### config.mk
export PLATFORM = sky130hd
export DESIGN_NAME = pitb_wmul
export DESIGN_NICKNAME = d
export VERILOG_FILES = /design/src/sv/pitb_pkg.sv /design/src/sv/pitb_wmul.sv
export SDC_FILE = /design/constraint.sdc
export NUM_CORES = 2
export LEC_CHECK = 0
export BUFFER_PORTS_ARGS = -buffer_cell sky130_fd_sc_hd__buf_2
export CORE_UTILIZATION = 60
export DETAILED_ROUTE_END_ITERATION = 7
export GPL_TIMING_DRIVEN = 0
export PLACE_DENSITY = 0.77
export SETUP_SLACK_MARGIN = 0.3
export SLEW_MARGIN = 20
export SYNTH_ARGS = -nofsm -noshare
export SYNTH_HDL_FRONTEND = slang
export SYNTH_SLANG_ARGS = --single-unit
export TNS_END_PERCENT = 20
### constraint.sdc
create_clock -name clock -period 10 [get_ports clock]
set_input_delay 1 -clock clock [delete_from_list [all_inputs] [get_ports clock]]
set_output_delay 1 -clock clock [all_outputs]
set_load 0.005 [all_outputs]
### src/sv/pitb_pkg.sv
// pitb_pkg: widths, types and the pipeline control struct for the
// barycentric point-in-triangle pipeline
// no dependencies
package pitb_pkg;

   // coordinate width of every input field
   localparam int COORD_BITS = 16;

   // edge and offset vectors, one bit of growth
   localparam int DIFF_W = COORD_BITS + 1;
   // one element product
   localparam int PROD_W = 2 * DIFF_W;
   // sum of three element products, with room to spare
   localparam int DOT_W  = PROD_W + 2;
   // split of a dot product for the wide multiply
   localparam int LO_W   = DOT_W / 2;
   localparam int HI_W   = DOT_W - LO_W;
   // widths of the four partial products
   localparam int LL_W   = 2 * (LO_W + 1);
   localparam int HL_W   = HI_W + LO_W + 1;
   localparam int HH_W   = 2 * HI_W;
   // full product, difference of two products and sum of two differences
   localparam int WIDE_W = 2 * DOT_W + 2;

   // register stages from input to result
   localparam int STAGES = 7;
   // stage indexes
   localparam int ST_DIFF  = 0;
   localparam int ST_ELEM  = 1;
   localparam int ST_DOT   = 2;
   localparam int ST_PART  = 3;
   localparam int ST_PROD  = 4;
   localparam int ST_NUM   = 5;
   localparam int ST_RES   = 6;

   typedef logic signed [COORD_BITS-1:0] coord_type;
   typedef logic signed [DIFF_W-1:0]     diff_type;
   typedef logic signed [PROD_W-1:0]     prod_type;
   typedef logic signed [DOT_W-1:0]      dot_type;
   typedef logic signed [WIDE_W-1:0]     wide_type;

   // load enables for the two register stages of a wide multiply
   typedef struct packed {
      logic load_part;
      logic load_sum;
   } wmul_ctl_type;

endpackage

### src/sv/pitb_wmul.sv
// pitb_wmul: two-stage signed multiply of two dot products, built from
// four narrow partial products that are registered and then summed
// depends on pitb_pkg
module pitb_wmul (
   input  logic                 clock,
   input  pitb_pkg::wmul_ctl_type ctl,
   input  pitb_pkg::dot_type    op_a,
   input  pitb_pkg::dot_type    op_b,
   output pitb_pkg::wide_type   prod
);
   import pitb_pkg::*;

   logic signed [LO_W:0]   a_lo, b_lo;
   logic signed [HI_W-1:0] a_hi, b_hi;

   logic signed [LL_W-1:0] ll_in, ll_ff;
   logic signed [HL_W-1:0] hl_in, hl_ff, lh_in, lh_ff;
   logic signed [HH_W-1:0] hh_in, hh_ff;
   wide_type               prod_in, prod_ff;

   // low halves are unsigned, so they get a zero sign bit
   assign a_lo = {1'b0, op_a[LO_W-1:0]};
   assign b_lo = {1'b0, op_b[LO_W-1:0]};
   assign a_hi = op_a[DOT_W-1:LO_W];
   assign b_hi = op_b[DOT_W-1:LO_W];

   assign ll_in = LL_W'(a_lo) * LL_W'(b_lo);
   assign hl_in = HL_W'(a_hi) * HL_W'(b_lo);
   assign lh_in = HL_W'(a_lo) * HL_W'(b_hi);
   assign hh_in = HH_W'(a_hi) * HH_W'(b_hi);

   assign prod_in = (WIDE_W'(hh_ff) <<< (2 * LO_W))
                  + ((WIDE_W'(hl_ff) + WIDE_W'(lh_ff)) <<< LO_W)
                  + WIDE_W'(ll_ff);

   always_ff @(posedge clock) begin
      if (ctl.load_part) begin
         ll_ff <= ll_in;
         hl_ff <= hl_in;
         lh_ff <= lh_in;
         hh_ff <= hh_in;
      end
      if (ctl.load_sum) begin
         prod_ff <= prod_in;
      end
   end

   assign prod = prod_ff;

endmodule

==> qor.csv <==
stage,metric,value,unit
status,status,finished clean,
clock_tree,cts_sinks,220,
floorplanning,fp.coreArea,0.0919,mm2
final_layout,nNetsFinal,7840,
synth,synth_warnings,0,
final_layout,finish.instance_area,0.0589,mm2
clock_tree,clk_pin_slew,60,ps
clock_tree,cts_buffers,26,
routing,dr.pass1.iters,6,
routing,route.detailed.drc,0,
worst_setup_path,required,10230,ps
clock_tree,cts-root-buf,clkbuf_16,
clock_tree,insertion_delay,580,ps
clock_tree,cts_tree,yes,
synth,synth_top_area_share,39.4,%
global_routing,grt_max_degree,101,
synth,ys_seq_area_share,11.8,%
synth,syn_inst,5973,
clock_tree,cts_hold_buffers,0,
sta,setup_slack,579,ps
clock_tree,post_cts_buffers,0,
worst_setup_path,crit_arrival,9650,ps
synth,syn_area,0.0558,mm2
floorplanning,die_w,307,um
synth,synthTopCellsByArea,"fa_1 39%, ha_1 13%, edfxtp_1 12%",
placed_design,portBuffers,101,
routing,num_vias,42800,
worst_setup_path,cp-end-kind,flop,
synth,synth_ff_type,edfxtp_1,
sta,drv_slew,0,
routing,drt_iter0_drc,4043,
sta,tns,0,ps
synth,synth_edf_count,220,
synth,ys_ff_latch,220,
final_layout,multiInputGateArea,0.0432,mm2
global_routing,grt_pass1_vias,44500,
clock_tree,ctsResizeCount,0,
floorplanning,ios,149,
floorplanning,die_area,0.0942,mm2
global_routing,track_usage,39.1,%
sta,fmax,106,MHz
floorplanning,rows,111,
global_routing,grt_remaining_overflow,0,
final_layout,utilization,64.0,%
final_layout,n_fill_cell,7736,
floorplanning,floorplan.initialDensity,60.7,%
worst_setup_path,path_max_fanout,10,
routing,antenna_left,0,
routing,totalWireLength,179000,um
routing,wl_per_cell,24.2,um
worst_setup_path,worstSetupStartpointType,input port,
routing,avgViaCountPerCell,5.80,
worst_setup_path,critPathKind,in2reg,
global_routing,grt_pass1_wl,270000,um
sta,tightestPinTransition,1260,ps
sta,grt_setup_unrepaired,no,
sta,fin_crit,9420,ps
placed_design,post-place-ws,214,ps
sta,setup_viol,0,
floorplanning,die_y,307,um
final_layout,syn_to_final_growth,5.48,%
flow_run,maxCapViolations,0,
sta,finalClockSkew,13.3,ps
clock_tree,cts-htree-levels,1,
synth,syn_nets,7707,
synth,async_flop_share,0,%
synth,avgSynthCellArea,9.34,um2
sta,hold_viol,0,
global_routing,antenna_found_initial,30,
final_layout,drive_above_1_share,2.97,%
synth,yosys.area.top_type,fa_1,
final_layout,ff_latch_area,0.00661,mm2
worst_hold_path,min_path_type,reg2reg,
sta,final.period_utilization,94.2,%
synth,yosysUniqueCellTypes,80,
placed_design,place.gp.congestion,1.03,
placed_design,place_area,0.0580,mm2
sta,max_slew_margin,16.0,%
clock_tree,clockBufferDepth,3,
placed_design,hpwl,148000,um
per-layer routing:
metal  share of wire, %  up-vias  track usage (%)  routed length [um]
met3                 13      572             13.3               23500
met2                 43     2369             59.1               77400
met1                 37    21400             50.2               66900
met5              0.038        -                0                  67
li1                   -    18500                -                   -
met4                6.0       10             19.8               10700
registers in the layout, indices dropped and copies added, names as in the netlist:
name / cells
hh_ff: 36
lh_ff: 37
ll_ff: 36
hl_ff: 37
prod: 74
cell usage after synthesis, types with 83 or more instances:
cell,instances
xnor2_1,153
a21o_1,87
nand2_1,701
nor2_1,156
a21oi_1,163
and2_1,642
clkbuf_1,278
o21ai_0,83
edfxtp_1,220
fa_1,1099
inv_1,1330
ha_1,560
final cells by class:
type	instances	share of cell area, %
multi-input combinational	4140	73.4
tap	1243	2.64
clock inverter	13	0.213
antenna	24	0.102
timing repair buffer	105	1.01
sequential	220	11.2
buffer	283	1.81
clock buffer	30	1.13
inverter	1330	8.48
cell families after synthesis:
group / share of synthesized area [%]
XOR/XNOR: 3.09
AO/OA/AOI/OAI: 7.06
AND/OR/NAND/NOR: 15.2
adder cells (fa/ha/maj): 52.0
flip-flops: 11.8
multiplexers: 0.0359
buffers and inverters: 10.8
cell usage in the layout (no fill, tap or decap), drive strengths merged, types with 16 or more instances in the layout:
master,instances
inv,1331
diode,24
fa,1099
nor2b,24
clkbuf,308
o21bai,33
nor3,27
and3,25
o21a,26
ha,560
nand2,701
a21oi,166
a211oi,27
nor2,156
a21o,87
xnor2,153
edfxtp,220
buf,110
xor2,44
nand2b,50
o211ai,18
nand3,41
and2,642
a31oi,23
o21ai,100
o31ai,16
critical path: stages:
cell and delay [ps]:
clkbuf_1 700, clkbuf_1 850, nand2_1 180, fa_1 590
inv_1 60, fa_1 560, fa_1 430, fa_1 480
fa_1 510, inv_1 60, fa_1 530, inv_1 60
ha_1 390, nand3_1 110, nor2_1 460, nand2_1 140
o32ai_1 540, and4bb_1 330, o31ai_1 570, or4_1 220
nand2_1 70, xnor2_1 810
final timing paths:
check	cells past startpoint	slack, ps	end	startpoint
min	0	410	prod[15]$_DFFE_PP_	ll_ff[15]$_DFFE_PP_
min reg2reg	0	410	prod[15]$_DFFE_PP_	ll_ff[15]$_DFFE_PP_
max	22	580	lh_ff[33]$_DFFE_PP_	op_b[30]
max reg2reg	23	2900	prod[71]$_DFFE_PP_	lh_ff[0]$_DFFE_PP_
through the flow:
stage / instances / hold slack [ps]
4_1_cts: 7363 / 406
2_1_floorplan: 5973 / 400
3_3_place_gp: 7317 / 401
6_report: 7388 / 408
3_5_place_dp: 7320 / 405
5_1_grt: 7372 / 413
Power is left out: the tool's default activity adds up to more than one toggle a clock period on the data nets, which glitch-free logic cannot reach.
